[config.mk]
export PLATFORM = sky130hd
export DESIGN_NAME = binary_closing_3x3
export DESIGN_NICKNAME = d
export VERILOG_FILES = /design/src/hw/rtl/bc3_pkg.sv /design/src/hw/rtl/bc3_front.sv /design/src/hw/rtl/bc3_fifo.sv /design/src/hw/rtl/bc3_back.sv /design/src/hw/rtl/binary_closing_3x3.sv
export SDC_FILE = /design/constraint.sdc
export NUM_CORES = 1
export LEC_CHECK = 0
export ABC_CLOCK_PERIOD_IN_PS = 15100
export BUFFER_PORTS_ARGS = -buffer_cell sky130_fd_sc_hd__buf_2
export CAP_MARGIN = 20
export CORE_ASPECT_RATIO = 1.5
export CORE_MARGIN = 2
export CORE_UTILIZATION = 30
export DETAILED_ROUTE_END_ITERATION = 12
export GPL_TIMING_DRIVEN = 0
export SYNTH_ARGS = -nofsm -noshare
export SYNTH_HDL_FRONTEND = slang
export SYNTH_SLANG_ARGS = --single-unit
[constraint.sdc]
create_clock -name clk -period 15.1 [get_ports clk]
set_clock_uncertainty 0.2 [all_clocks]
set_input_delay 3.02 -clock clk [delete_from_list [all_inputs] [get_ports clk]]
set_output_delay 3.02 -clock clk [all_outputs]
set_load 0.01 [all_outputs]
[src/hw/rtl/bc3_pkg.sv]
// ----------------------------------------------------------------------------
// bc3_pkg
// Types and constants shared by the 3x3 binary closing block.
// ----------------------------------------------------------------------------
package bc3_pkg;

  // fixed field widths
  localparam int ROW_BITS    = 64;
  localparam int INDEX_BITS  = 12;
  localparam int HEIGHT_BITS = 13;
  localparam int WIDTH_BITS  = 7;
  localparam int CFG_BITS    = HEIGHT_BITS;
  localparam int CFG_INDEX_W = 1;

  // defaults and limits
  localparam int MAX_WIDTH     = 64;
  localparam int MAX_HEIGHT    = 4096;
  localparam int COUNTER_LIMIT = 4096;
  localparam int HEIGHT_LIMIT  = (MAX_HEIGHT < COUNTER_LIMIT) ? MAX_HEIGHT : COUNTER_LIMIT;
  localparam int QUEUE_DEPTH   = 4;

  // reset values of the configuration registers
  localparam logic [HEIGHT_BITS-1:0] HEIGHT_RESET = 13'd64;
  localparam logic [WIDTH_BITS-1:0]  WIDTH_RESET  = 7'd64;

  // register indexes
  typedef enum logic [CFG_INDEX_W-1:0] {
    CFG_MASK_HEIGHT = 1'b0,
    CFG_MASK_WIDTH  = 1'b1
  } cfg_index_t;

  // which result rows a queued item carries, and its row number
  typedef struct packed {
    logic                  has_a;  // row k-2, regular output
    logic                  has_b;  // row k-1, frame flush
    logic                  has_c;  // row k, last row of the frame
    logic [INDEX_BITS-1:0] k;
  } ctl_t;

  // queue status seen by the back end
  typedef struct packed {
    logic head_valid;
    logic pop;
  } q_hs_t;

endpackage

[src/hw/rtl/bc3_front.sv]
// ----------------------------------------------------------------------------
// bc3_front
// Accepts mask rows, keeps the row history, dilates and builds the AND-ed
// row sets that the back end erodes.
// ----------------------------------------------------------------------------
module bc3_front #(
  parameter int MAX_WIDTH = bc3_pkg::MAX_WIDTH
) (
  input  logic                                clk,
  input  logic                                rst,
  input  logic                                in_valid,
  output logic                                in_stall,
  input  logic [bc3_pkg::ROW_BITS-1:0]        in_row,
  input  logic [MAX_WIDTH-1:0]                col_mask,
  input  logic [bc3_pkg::INDEX_BITS-1:0]      last_row,
  input  logic                                q_full,
  output logic                                push,
  output bc3_pkg::ctl_t                       push_ctl,
  output logic [MAX_WIDTH-1:0]                row_a,
  output logic [MAX_WIDTH-1:0]                row_b,
  output logic [MAX_WIDTH-1:0]                row_c
);

  localparam int W = MAX_WIDTH;

  function automatic logic [W-1:0] dilate(input logic [W-1:0] v, input logic [W-1:0] m);
    dilate = (v | (v << 1) | (v >> 1)) & m;
  endfunction

  logic [W-1:0] prev_in0, prev_in1, prev_dil0, prev_dil1;
  logic [bc3_pkg::INDEX_BITS-1:0] row_counter;

  logic         accept, k_ge1, k_ge2, k_ge3, flush;
  logic [W-1:0] x, p0, p1, d0, d1, dnew, dlast;

  assign in_stall = q_full;
  assign accept   = in_valid & ~q_full;

  // row position within the frame
  assign k_ge1 = (row_counter != '0);
  assign k_ge2 = (row_counter >= bc3_pkg::INDEX_BITS'(2));
  assign k_ge3 = (row_counter >= bc3_pkg::INDEX_BITS'(3));
  assign flush = (row_counter >= last_row);

  // history, masked with the width now in force
  assign x     = in_row[W-1:0] & col_mask;
  assign p0    = k_ge1 ? (prev_in0 & col_mask) : '0;
  assign p1    = k_ge2 ? (prev_in1 & col_mask) : '0;
  assign d0    = prev_dil0 & col_mask;
  assign d1    = prev_dil1 & col_mask;
  assign dnew  = k_ge1 ? dilate(p1 | p0 | x, col_mask) : '0;
  assign dlast = dilate(p0 | x, col_mask);

  // vertical part of the erosion, rows outside the frame count as set
  assign row_a = (k_ge3 ? d1 : col_mask) & d0 & dnew;
  assign row_b = (k_ge2 ? d0 : col_mask) & dnew & dlast;
  assign row_c = (k_ge1 ? dnew : col_mask) & dlast;

  assign push_ctl.has_a = k_ge2;
  assign push_ctl.has_b = flush & k_ge1;
  assign push_ctl.has_c = flush;
  assign push_ctl.k     = row_counter;
  assign push           = accept & (k_ge2 | flush);

  // row counter, wraps to a new frame after the last row
  always_ff @(posedge clk) begin
    if (rst) begin
      row_counter <= '0;
    end else if (accept) begin
      if (flush) begin
        row_counter <= '0;
      end else begin
        row_counter <= row_counter + 1'b1;
      end
    end
  end

  // row history
  always_ff @(posedge clk) begin
    if (accept && !flush) begin
      prev_in1 <= prev_in0;
      prev_in0 <= x;
      if (k_ge1) begin
        prev_dil1 <= prev_dil0;
        prev_dil0 <= dnew;
      end
    end
  end

endmodule

[src/hw/rtl/bc3_fifo.sv]
// ----------------------------------------------------------------------------
// bc3_fifo
// Small register queue between front and back end, head read fall-through.
// ----------------------------------------------------------------------------
module bc3_fifo #(
  parameter int DATA_W = 8,
  parameter int DEPTH  = bc3_pkg::QUEUE_DEPTH
) (
  input  logic              clk,
  input  logic              rst,
  input  logic              push,
  input  logic [DATA_W-1:0] wdata,
  output logic              full,
  output logic [DATA_W-1:0] rdata,
  output bc3_pkg::q_hs_t    hs_out,
  input  logic              pop
);

  localparam int PTR_W = (DEPTH > 1) ? $clog2(DEPTH) : 1;
  localparam int CNT_W = $clog2(DEPTH + 1);

  logic [DATA_W-1:0] mem [DEPTH];
  logic [PTR_W-1:0]  wr_ptr, rd_ptr;
  logic [CNT_W-1:0]  count, count_next;

  assign full              = (count == CNT_W'(DEPTH));
  assign rdata             = mem[rd_ptr];
  assign hs_out.head_valid = (count != '0);
  assign hs_out.pop        = pop;

  // occupancy
  always_comb begin
    count_next = count;
    if (push && !pop) begin
      count_next = count + 1'b1;
    end else if (pop && !push) begin
      count_next = count - 1'b1;
    end
  end

  // pointers and count
  always_ff @(posedge clk) begin
    if (rst) begin
      wr_ptr <= '0;
      rd_ptr <= '0;
      count  <= '0;
    end else begin
      count <= count_next;
      if (push) begin
        wr_ptr <= (wr_ptr == PTR_W'(DEPTH - 1)) ? '0 : wr_ptr + 1'b1;
      end
      if (pop) begin
        rd_ptr <= (rd_ptr == PTR_W'(DEPTH - 1)) ? '0 : rd_ptr + 1'b1;
      end
    end
  end

  // storage
  always_ff @(posedge clk) begin
    if (push) begin
      mem[wr_ptr] <= wdata;
    end
  end

endmodule

[src/hw/rtl/bc3_back.sv]
// ----------------------------------------------------------------------------
// bc3_back
// Walks the result rows of the head item in order, applies the horizontal
// erosion and holds each result in the output register.
// ----------------------------------------------------------------------------
module bc3_back #(
  parameter int MAX_WIDTH = bc3_pkg::MAX_WIDTH
) (
  input  logic                               clk,
  input  logic                               rst,
  input  logic [MAX_WIDTH-1:0]               col_mask,
  input  bc3_pkg::ctl_t                      head_ctl,
  input  logic [MAX_WIDTH-1:0]               head_a,
  input  logic [MAX_WIDTH-1:0]               head_b,
  input  logic [MAX_WIDTH-1:0]               head_c,
  input  logic                               head_valid,
  output logic                               pop,
  output logic                               out_valid,
  input  logic                               out_stall,
  output logic [bc3_pkg::ROW_BITS-1:0]       out_row,
  output logic [bc3_pkg::INDEX_BITS-1:0]     out_row_index,
  output logic                               frame_end
);

  localparam int W = MAX_WIDTH;

  function automatic logic [W-1:0] erode(input logic [W-1:0] v, input logic [W-1:0] m);
    logic [W-1:0] top;
    logic [W-1:0] vm;
    top   = m ^ (m >> 1);
    vm    = v & m;
    erode = vm & ((vm << 1) | W'(1)) & ((vm >> 1) | top) & m;
  endfunction

  logic [2:0] done, done_next;
  logic [2:0] pending, sel, remaining;
  logic       load;
  logic [W-1:0] sel_row;
  logic [bc3_pkg::INDEX_BITS-1:0] sel_index;

  // rows of the head item still to send
  assign pending   = {head_ctl.has_c, head_ctl.has_b, head_ctl.has_a} & ~done
                     & {3{head_valid}};
  assign load      = (~out_valid | ~out_stall) & (|pending);
  assign remaining = pending & ~sel;
  assign pop       = load & (remaining == '0);

  // pick the oldest pending row
  always_comb begin
    if (pending[0]) begin
      sel       = 3'b001;
      sel_row   = head_a;
      sel_index = head_ctl.k - bc3_pkg::INDEX_BITS'(2);
    end else if (pending[1]) begin
      sel       = 3'b010;
      sel_row   = head_b;
      sel_index = head_ctl.k - bc3_pkg::INDEX_BITS'(1);
    end else begin
      sel       = 3'b100;
      sel_row   = head_c;
      sel_index = head_ctl.k;
    end
  end

  always_comb begin
    done_next = done;
    if (pop) begin
      done_next = '0;
    end else if (load) begin
      done_next = done | sel;
    end
  end

  // progress through the head item
  always_ff @(posedge clk) begin
    if (rst) begin
      done      <= '0;
      out_valid <= 1'b0;
    end else begin
      done <= done_next;
      if (load) begin
        out_valid <= 1'b1;
      end else if (!out_stall) begin
        out_valid <= 1'b0;
      end
    end
  end

  // output register
  always_ff @(posedge clk) begin
    if (load) begin
      out_row       <= bc3_pkg::ROW_BITS'(erode(sel_row, col_mask));
      out_row_index <= sel_index;
      frame_end     <= sel[2];
    end
  end

endmodule

[src/hw/rtl/binary_closing_3x3.sv]
// ----------------------------------------------------------------------------
// binary_closing_3x3
// 3x3 binary closing (dilation, then erosion) of a mask streamed one row
// per item.
//
//   channel  direction  handshake            payload
//   in       to block   in_valid / in_stall  in_row
//   out      from block out_valid/out_stall  out_row, out_row_index, frame_end
//   cfg      to block   cfg_write            cfg_index, cfg_data
//
// One row is accepted per cycle while in_stall is low; result row r
// is queued when row r+2 arrives. The last row of a frame yields up to three
// results, sent one per cycle while out_stall is low. The queue between
// front and back end holds QUEUE_DEPTH items; the input stalls only once
// it is full. Each result passes through the queue and the output register.
// Synchronous reset restores the register defaults and starts a new frame.
// ----------------------------------------------------------------------------
module binary_closing_3x3 #(
  parameter int MAX_WIDTH   = bc3_pkg::MAX_WIDTH,
  parameter int QUEUE_DEPTH = bc3_pkg::QUEUE_DEPTH
) (
  input  logic                                clk,
  input  logic                                rst,
  input  logic                                cfg_write,
  input  logic [bc3_pkg::CFG_INDEX_W-1:0]     cfg_index,
  input  logic [bc3_pkg::CFG_BITS-1:0]        cfg_data,
  input  logic                                in_valid,
  output logic                                in_stall,
  input  logic [bc3_pkg::ROW_BITS-1:0]        in_row,
  output logic                                out_valid,
  input  logic                                out_stall,
  output logic [bc3_pkg::ROW_BITS-1:0]        out_row,
  output logic [bc3_pkg::INDEX_BITS-1:0]      out_row_index,
  output logic                                frame_end
);

  localparam int W      = MAX_WIDTH;
  localparam int ENTRY_W = $bits(bc3_pkg::ctl_t) + 3 * W;

  logic [bc3_pkg::HEIGHT_BITS-1:0] mask_height;
  logic [bc3_pkg::WIDTH_BITS-1:0]  mask_width;
  logic [W-1:0]                    col_mask;
  logic [bc3_pkg::INDEX_BITS-1:0]  last_row;

  logic          push, q_full, pop;
  bc3_pkg::ctl_t push_ctl, head_ctl;
  logic [W-1:0]  row_a, row_b, row_c, head_a, head_b, head_c;
  logic [ENTRY_W-1:0] q_wdata, q_rdata;
  bc3_pkg::q_hs_t q_hs;

  // configuration registers
  always_ff @(posedge clk) begin
    if (rst) begin
      mask_height <= bc3_pkg::HEIGHT_RESET;
      mask_width  <= bc3_pkg::WIDTH_RESET;
    end else if (cfg_write) begin
      case (bc3_pkg::cfg_index_t'(cfg_index))
        bc3_pkg::CFG_MASK_HEIGHT: mask_height <= cfg_data;
        bc3_pkg::CFG_MASK_WIDTH:  mask_width  <= cfg_data[bc3_pkg::WIDTH_BITS-1:0];
        default: ;
      endcase
    end
  end

  // column mask, a zero width acts as one column
  for (genvar j = 0; j < W; j++) begin : g_mask
    assign col_mask[j] = (j == 0) || (mask_width > bc3_pkg::WIDTH_BITS'(j));
  end

  // last row index, height clamped to the counter range
  always_comb begin
    if (mask_height == '0) begin
      last_row = '0;
    end else if (mask_height > bc3_pkg::HEIGHT_BITS'(bc3_pkg::HEIGHT_LIMIT)) begin
      last_row = bc3_pkg::INDEX_BITS'(bc3_pkg::HEIGHT_LIMIT - 1);
    end else begin
      last_row = bc3_pkg::INDEX_BITS'(mask_height - 1'b1);
    end
  end

  bc3_front #(.MAX_WIDTH(MAX_WIDTH)) u_front (
    .clk      (clk),
    .rst      (rst),
    .in_valid (in_valid),
    .in_stall (in_stall),
    .in_row   (in_row),
    .col_mask (col_mask),
    .last_row (last_row),
    .q_full   (q_full),
    .push     (push),
    .push_ctl (push_ctl),
    .row_a    (row_a),
    .row_b    (row_b),
    .row_c    (row_c)
  );

  assign q_wdata = {push_ctl, row_c, row_b, row_a};
  assign {head_ctl, head_c, head_b, head_a} = q_rdata;

  bc3_fifo #(.DATA_W(ENTRY_W), .DEPTH(QUEUE_DEPTH)) u_fifo (
    .clk    (clk),
    .rst    (rst),
    .push   (push),
    .wdata  (q_wdata),
    .full   (q_full),
    .rdata  (q_rdata),
    .hs_out (q_hs),
    .pop    (pop)
  );

  bc3_back #(.MAX_WIDTH(MAX_WIDTH)) u_back (
    .clk           (clk),
    .rst           (rst),
    .col_mask      (col_mask),
    .head_ctl      (head_ctl),
    .head_a        (head_a),
    .head_b        (head_b),
    .head_c        (head_c),
    .head_valid    (q_hs.head_valid),
    .pop           (pop),
    .out_valid     (out_valid),
    .out_stall     (out_stall),
    .out_row       (out_row),
    .out_row_index (out_row_index),
    .frame_end     (frame_end)
  );

endmodule

# Word-level counts from Yosys, hierarchy flattened

Memory sizes are Yosys's and may differ from the RTL's. A register that Yosys moved wholly into a read port is not among the register bits.
Cells that the tools add are included.
Widths: inputs -> output; s select.

Logic and storage cells: 178
Register bits: 376
Memories kept: 1
RAM bits: 828
Output and inout bits: 79
Bits of input ports: 83

Memory list:

| name       | words | width | rd ports | clocked after Yosys merged registers in | wr ports | line           | text |
|---|---|---|---|---|---|---|---|
| u_fifo.mem | 4     | 207   | 1        | 1                                       | 1        | bc3_fifo.sv:22 | `logic [DATA_W-1:0] mem [DEPTH];` |

Add/sub/neg operators: 8
Bitwise gates (word level): 42
Magnitude comparators: 67
Eq/ne operators: 4
Multiplexer cells: 25
Reduce and logical (&&, ||, !) cells: 16

Operators by type and width:

| cell                  | count |
|---|---|
| $and 64x64->64        | 16 |
| $mux 64               | 8 |
| $or 64x64->64         | 5 |
| $gt 7x6->1 const B    | 32 |
| $or 64x63->64         | 2 |
| $gt 7x5->1 const B    | 16 |
| $or 63x64->64         | 1 |
| $xor 64x63->64        | 1 |
| $mux 12               | 5 |
| $gt 7x4->1 const B    | 8 |
| $gt 7x3->1 const B    | 4 |
| $ge 12x2->1 const B   | 2 |
| $sub 12x1->12 const B | 2 |
| $gt 7x2->1 const B    | 2 |
| $gt 13x13->1 const B  | 1 |
| $logic_not 13->1      | 1 |
| $add 12x1->12 const B | 1 |
| $ge 12x12->1          | 1 |
| $mux 3                | 4 |
| $reduce_bool 12->1    | 1 |
| $sub 12x2->12 const B | 1 |
| $and 3x3->3           | 3 |
| $mux 2                | 4 |
| $gt 7x1->1 const B    | 1 |
| 20 further kinds      | 40 |

# Logic depth before layout (Yosys ltp)

Depth after elaboration: 12
Gate-level depth with buffers: 20
Gate-level depth less buffers: 19

# Modules after synthesis

A second synthesis with hierarchy kept.

Cell total of the unflattened synthesis: 3149
Area total of the unflattened synthesis: 51521.9 um^2

By module, submodules not included:

| module             | instances | seq. area each (um^2) | cells an instance | area an instance (um^2) |
|---|---|---|---|---|
| bc3_fifo           | 1         | 25044.0               | 1126              | 30296.6 |
| bc3_front          | 1         | 7927.6                | 1241              | 14159.8 |
| bc3_back           | 1         | 2392.3                | 511               | 5318.9 |
| binary_closing_3x3 | 1         | 400.4                 | 271               | 1746.7 |

# Least setup slack after synthesis

No wires, ideal clock.

Kind: register -> register
Start point: register mask_height[2] (netlist bit)
End point: register u_front.prev_dil0[0], enable pin
Library setup time: 0.771 ns
Path slack: 1.325 ns
Path buffers: 1
Required time: 14.129 ns
Stages on the path, launching flop included: 15
Clock period less this slack: 13.775 ns
Arrival time: 12.804 ns
Cell sequence: dfxtp_1 > or3_1 > nor4_2 > or3b_2 > or3_1 > clkbuf_1 > maj3_1 > ha_1 > nand2b_1 > a21o_1 > a211o_1 > a221o_1 > a21oi_1 > inv_1 > nor3_1

RTL lines:

| what                     | line                     | text |
|---|---|---|
| start: declaration       | binary_closing_3x3.sv:40 | `logic [bc3_pkg::HEIGHT_BITS-1:0] mask_height;` |
| start signal: assignment | binary_closing_3x3.sv:54 | `mask_height <= bc3_pkg::HEIGHT_RESET;` |
| start signal: assignment | binary_closing_3x3.sv:58 | `bc3_pkg::CFG_MASK_HEIGHT: mask_height <= cfg_data;` |
| end signal: assignment   | bc3_front.sv:85          | `prev_dil0 <= dnew;` |
| end: declaration         | bc3_front.sv:30          | `logic [W-1:0] prev_in0, prev_in1, prev_dil0, prev_dil1;` |

# Worst setup path in the final report

Start point: register u_front.row_counter[2] (netlist bit)
End point: register u_front.prev_dil1[24], enable pin

Longest elaborated chain between the ends: 4
Elaborated cells between the ends (all ways): 5
Those cells by class: 1 x order compare; 4 x reduce/logical

RTL lines:

| what                                | line            | text |
|---|---|---|
| start: declaration                  | bc3_front.sv:31 | `logic [bc3_pkg::INDEX_BITS-1:0] row_counter;` |
| start signal: assignment            | bc3_front.sv:73 | `row_counter <= row_counter + 1'b1;` |
| $ge 12x12->1                        | bc3_front.sv:43 | `assign flush = (row_counter >= last_row);` |
| $logic_not 1->1                     | bc3_front.sv:80 | `if (accept && !flush) begin` |
| $logic_and 1x1->1                   | bc3_front.sv:80 |  |
| $reduce_and 2->1 (no source line) * | n/a             |  |
| end signal: assignment              | bc3_front.sv:84 | `prev_dil1 <= prev_dil0;` |
| end: declaration                    | bc3_front.sv:30 |  |

Mark *: on every way between the ends. The rest lies on a longest branch, timed or not.
A chain may end at the register's enable or synchronous reset.

==> flow_summary.toml <==
[routing]
drt-initial-drc-count = 4541
ant_nets = 0
drc = 0
wirelength_mm = 183
drt_first_pass_iters = 9
wl_per_cell_um = 31.0
vias = 32900
vias_per_cell = 5.57

[clock_network]
path_clk_slew_ns = 0.07
clk_path_buf_depth = 3
cts_tree = "done"
clock_latency_ns = 0.78
cts-htree-levels = 3
cts_sinks = 1206
numCtsBuffers = 117
cts_resized = 0
clock-root-buffer = "clkbuf_16"
post-cts-setup-buffers = 0
hold_buffers = 0

[synthesis]
synth_cell_types = 68
synth_warnings = 0
synth.area.mux_share = 0.104
synth_top_family_by_area = "multiplexers"
yosysTopAreaCell = "edfxtp_1"
synth.top_cell.area_share = 0.687
synth_area_um2 = 50700
syn_avg_cell_area_um2 = 15.8
netlist_instances = 3210
yosys.area_share.simple = 0.0779
synth_xor_area_frac = 0.00518
synthesis.nets = 3319
synth_compound_area_frac = 0.0855
synthFlopType = "edfxtp_1"
yosysSeqAreaShare = 0.705
synthAdderAreaFrac = 0.00676
synthTopCellsByArea = "edfxtp_1, mux4_2, a21oi_1, nor2_1, o211a_1"
synth_seq_cells = 1206
synth_edf_count = 1161
synthArstFlopShare = 0

[setup_path]
reg2reg_setup_slack_ns = 8.38
cp-startpoint = "u_front.row_counter[2]$_SDFFE_PP0P_"
reg2reg_from = "u_front.row_counter[2]$_SDFFE_PP0P_"
crit_slowest_cell = "nand3_1"
critPathArrivalTime_ns = 7.02
critical-path-top-delay-family = "buffers and inverters"
crit_type = "flip-flop to flip-flop"
end_kind = "flip-flop"
path_cells = "nor4_1 -> nand3_1 -> clkbuf_1 -> nor2_1 -> clkbuf_1 -> clkbuf_2 -> nor3_2 -> buf_6 -> buf_6 -> buf_6 -> buf_6 -> buf_6"
rr_endpoint = "u_front.prev_dil1[24]$_DFFE_PP_"
cp-start-kind = "flip-flop"
cp_max_fo = 12
cp_common_cell = "buf_6"
reg2regPathDepth = 12
critPathBufInv = 8
critPathMaxStageDelay_ns = 0.96
required_ns = 15.40

[grt]
track_usage = 0.207
grt_pass1_wl_mm = 250
grt_overflow = 0
grt_start_max_net_pins = 53
antenna_found_initial = 41
grt_pass1_vias = 31900

[placed_design]
gp_congestion = 0.979
hpwl_mm = 130
portBuffers = 158
dp_worst_setup_slack_ns = 8.57

[power]
p_leak_nw = 20.4
vdd.ir_drop.worst_v = 0.000172
power-per-cell-area_nw_per_um2 = 185

[worst_hold_path]
whs_path_depth = 0
worstHoldStart = "u_front.prev_in0[3]$_DFFE_PP_"
hold_class = "flip-flop to flip-flop"
holdPathEnd = "u_front.prev_in1[3]$_DFFE_PP_"

[timing]
setup_viol = 0
fmax_mhz = 149
timing.final.crit_share = 0.445
hold_viol = 0
tightest_slew_ns = 1.25
slew_headroom = 0.165
rsz0062_at_grt = "false"
finalCriticalPeriod_ns = 6.72
fin_setup_tns_ns = 0
worst_slack_ns = 8.38
slew_violations = 0

[floorplanning]
fp-row-count = 184
core_area_um2 = 168000
die_area_um2 = 173000
io-pin-count = 162
die_y_um = 508
die_x_um = 340
start_util = 0.302

[run]
cap_violations = 0

[finish]
drive_gt1_frac = 0.197
nNetsFinal = 3666
syn2layout_area_growth_pct = 17.7

[status]
outcome = "complete, no violations"
how the worst max path moves through the flow:
stage | to | slack, ns | cells past startpoint
floorplan | u_front.prev_dil0[0]$_DFFE_PP_ | 1.32 | 14
global placement | u_front.prev_dil0[55]$_DFFE_PP_ | -6.02 | 8
detailed placement | u_front.prev_dil1[24]$_DFFE_PP_ | 8.57 | 19
CTS | u_front.prev_dil0[55]$_DFFE_PP_ | 8.55 | 19
global route | u_front.prev_dil0[26]$_DFFE_PP_ | 8.27 | 19
finish | u_front.prev_dil1[24]$_DFFE_PP_ | 8.38 | 12
worst register-to-register path, cell delays in order (launching register included):
cell and delay (ns):
dfxtp_1 0.47, nor4_1 0.61, nand3_1 0.96, clkbuf_1 0.72, nor2_1 0.72, clkbuf_1 0.89, clkbuf_2 0.83, nor3_2 0.19
buf_6 0.22, buf_6 0.17, buf_6 0.18, buf_6 0.16, buf_6 0.16
cells by family after synthesis:
logic type | Yosys count
mux | 272
buf+inv | 189
simple gates | 824
xor+xnor | 30
compound gates | 662
fa+ha+maj | 27
flops | 1206
cells in the final DEF (no fill, tap or decap), types with 27 or more instances in the layout:
cell type	n
edfxtp_1	1161
a21oi_1	261
a211oi_1	27
clkbuf_1	94
nand2_1	190
inv_1	35
nor2_1	273
o211a_1	95
nor2b_1	51
mux4_2	206
and2_1	47
dfxtp_1	45
a21o_1	34
buf_2	204
o21ai_0	99
clkbuf_16	119
a31oi_1	44
mux2i_1	65
nand3_1	27
nor3_1	76
flip-flops by register name, summed over array words and instances, names as in the netlist, named ones only:
register / cells
u_back.out_row: 64
u_front.prev_dil0: 64
u_fifo.wr_ptr: 2
u_front.prev_in1: 64
u_fifo.mem: 828
u_front.prev_dil1: 64
u_back.out_row_index: 12
mask_height: 13
u_front.row_counter: 12
mask_width: 7
u_fifo.count: 3
u_front.prev_in0: 64
u_fifo.rd_ptr: 2
u_back.frame_end: 1
u_back.out_valid: 1
u_back.done: 3
cell type report:
type	instances	area, um2
fillers	15900	108000
clock inverters	81	995
clock buffers	137	3050
multi-input cells	1815	14200
flip-flops and latches	1206	35800
inverters	36	135
repair buffers	228	2040
well taps	2232	2790
diodes	13	32.5
plain buffers	153	658
synth_stat cells, types with 17 or more instances:
| master | instances |
|---|---|
| nand2b_1 | 25 |
| nor3_1 | 77 |
| ha_1 | 25 |
| nor3b_1 | 24 |
| nor2_1 | 275 |
| clkbuf_1 | 85 |
| mux2i_1 | 65 |
| edfxtp_1 | 1161 |
| dfxtp_1 | 45 |
| o211a_1 | 95 |
| nand2_1 | 190 |
| and3_1 | 18 |
| a21o_1 | 34 |
| inv_1 | 35 |
| buf_2 | 40 |
| or2_2 | 26 |
| a21oi_1 | 262 |
| mux4_2 | 206 |
| nor2b_1 | 51 |
| a311oi_1 | 18 |
| xor2_1 | 17 |
| a31oi_1 | 44 |
| and2_1 | 47 |
| o21ai_0 | 99 |
| nand3_1 | 27 |
| nor4_1 | 23 |
| buf_1 | 24 |
| a211oi_1 | 27 |
power by group:
| part | switching, W | internal, W | total, W |
|---|---|---|---|
| Sequential | 0.000111 | 0.00418 | 0.00429 |
| Clock | 0.00133 | 0.00180 | 0.00314 |
| Combinational | 0.00250 | 0.00113 | 0.00364 |
| Total | 0.00395 | 0.00712 | 0.0111 |
through the flow:
step / hold slack (ns) / cell area, um2 / util / instances / total power [W]
2_1_floorplan: 0.221 / 50700 / - / 3210 / 0.00621
3_5_place_dp: 0.235 / 55600 / 0.331 / 5666 / 0.00795
4_1_cts: 0.246 / 59600 / 0.355 / 5884 / 0.0111
5_1_grt: 0.255 / 59700 / 0.356 / 5889 / 0.0114
3_3_place_gp: 0.226 / 54300 / 0.324 / 5600 / 0.00787
6_report: 0.228 / 59700 / 0.356 / 5901 / 0.0111
routing by layer:
layer | up-vias | part of all wire | track usage
met3 | 501 | 0.097 | 0.0476
met2 | 1996 | 0.45 | 0.323
met1 | 16900 | 0.38 | 0.260
met4 | 40 | 0.070 | 0.129
met5 | - | 0.0013 | 0
li1 | 13400 | - | -
Note: power is estimated with default switching activity, not from simulation.
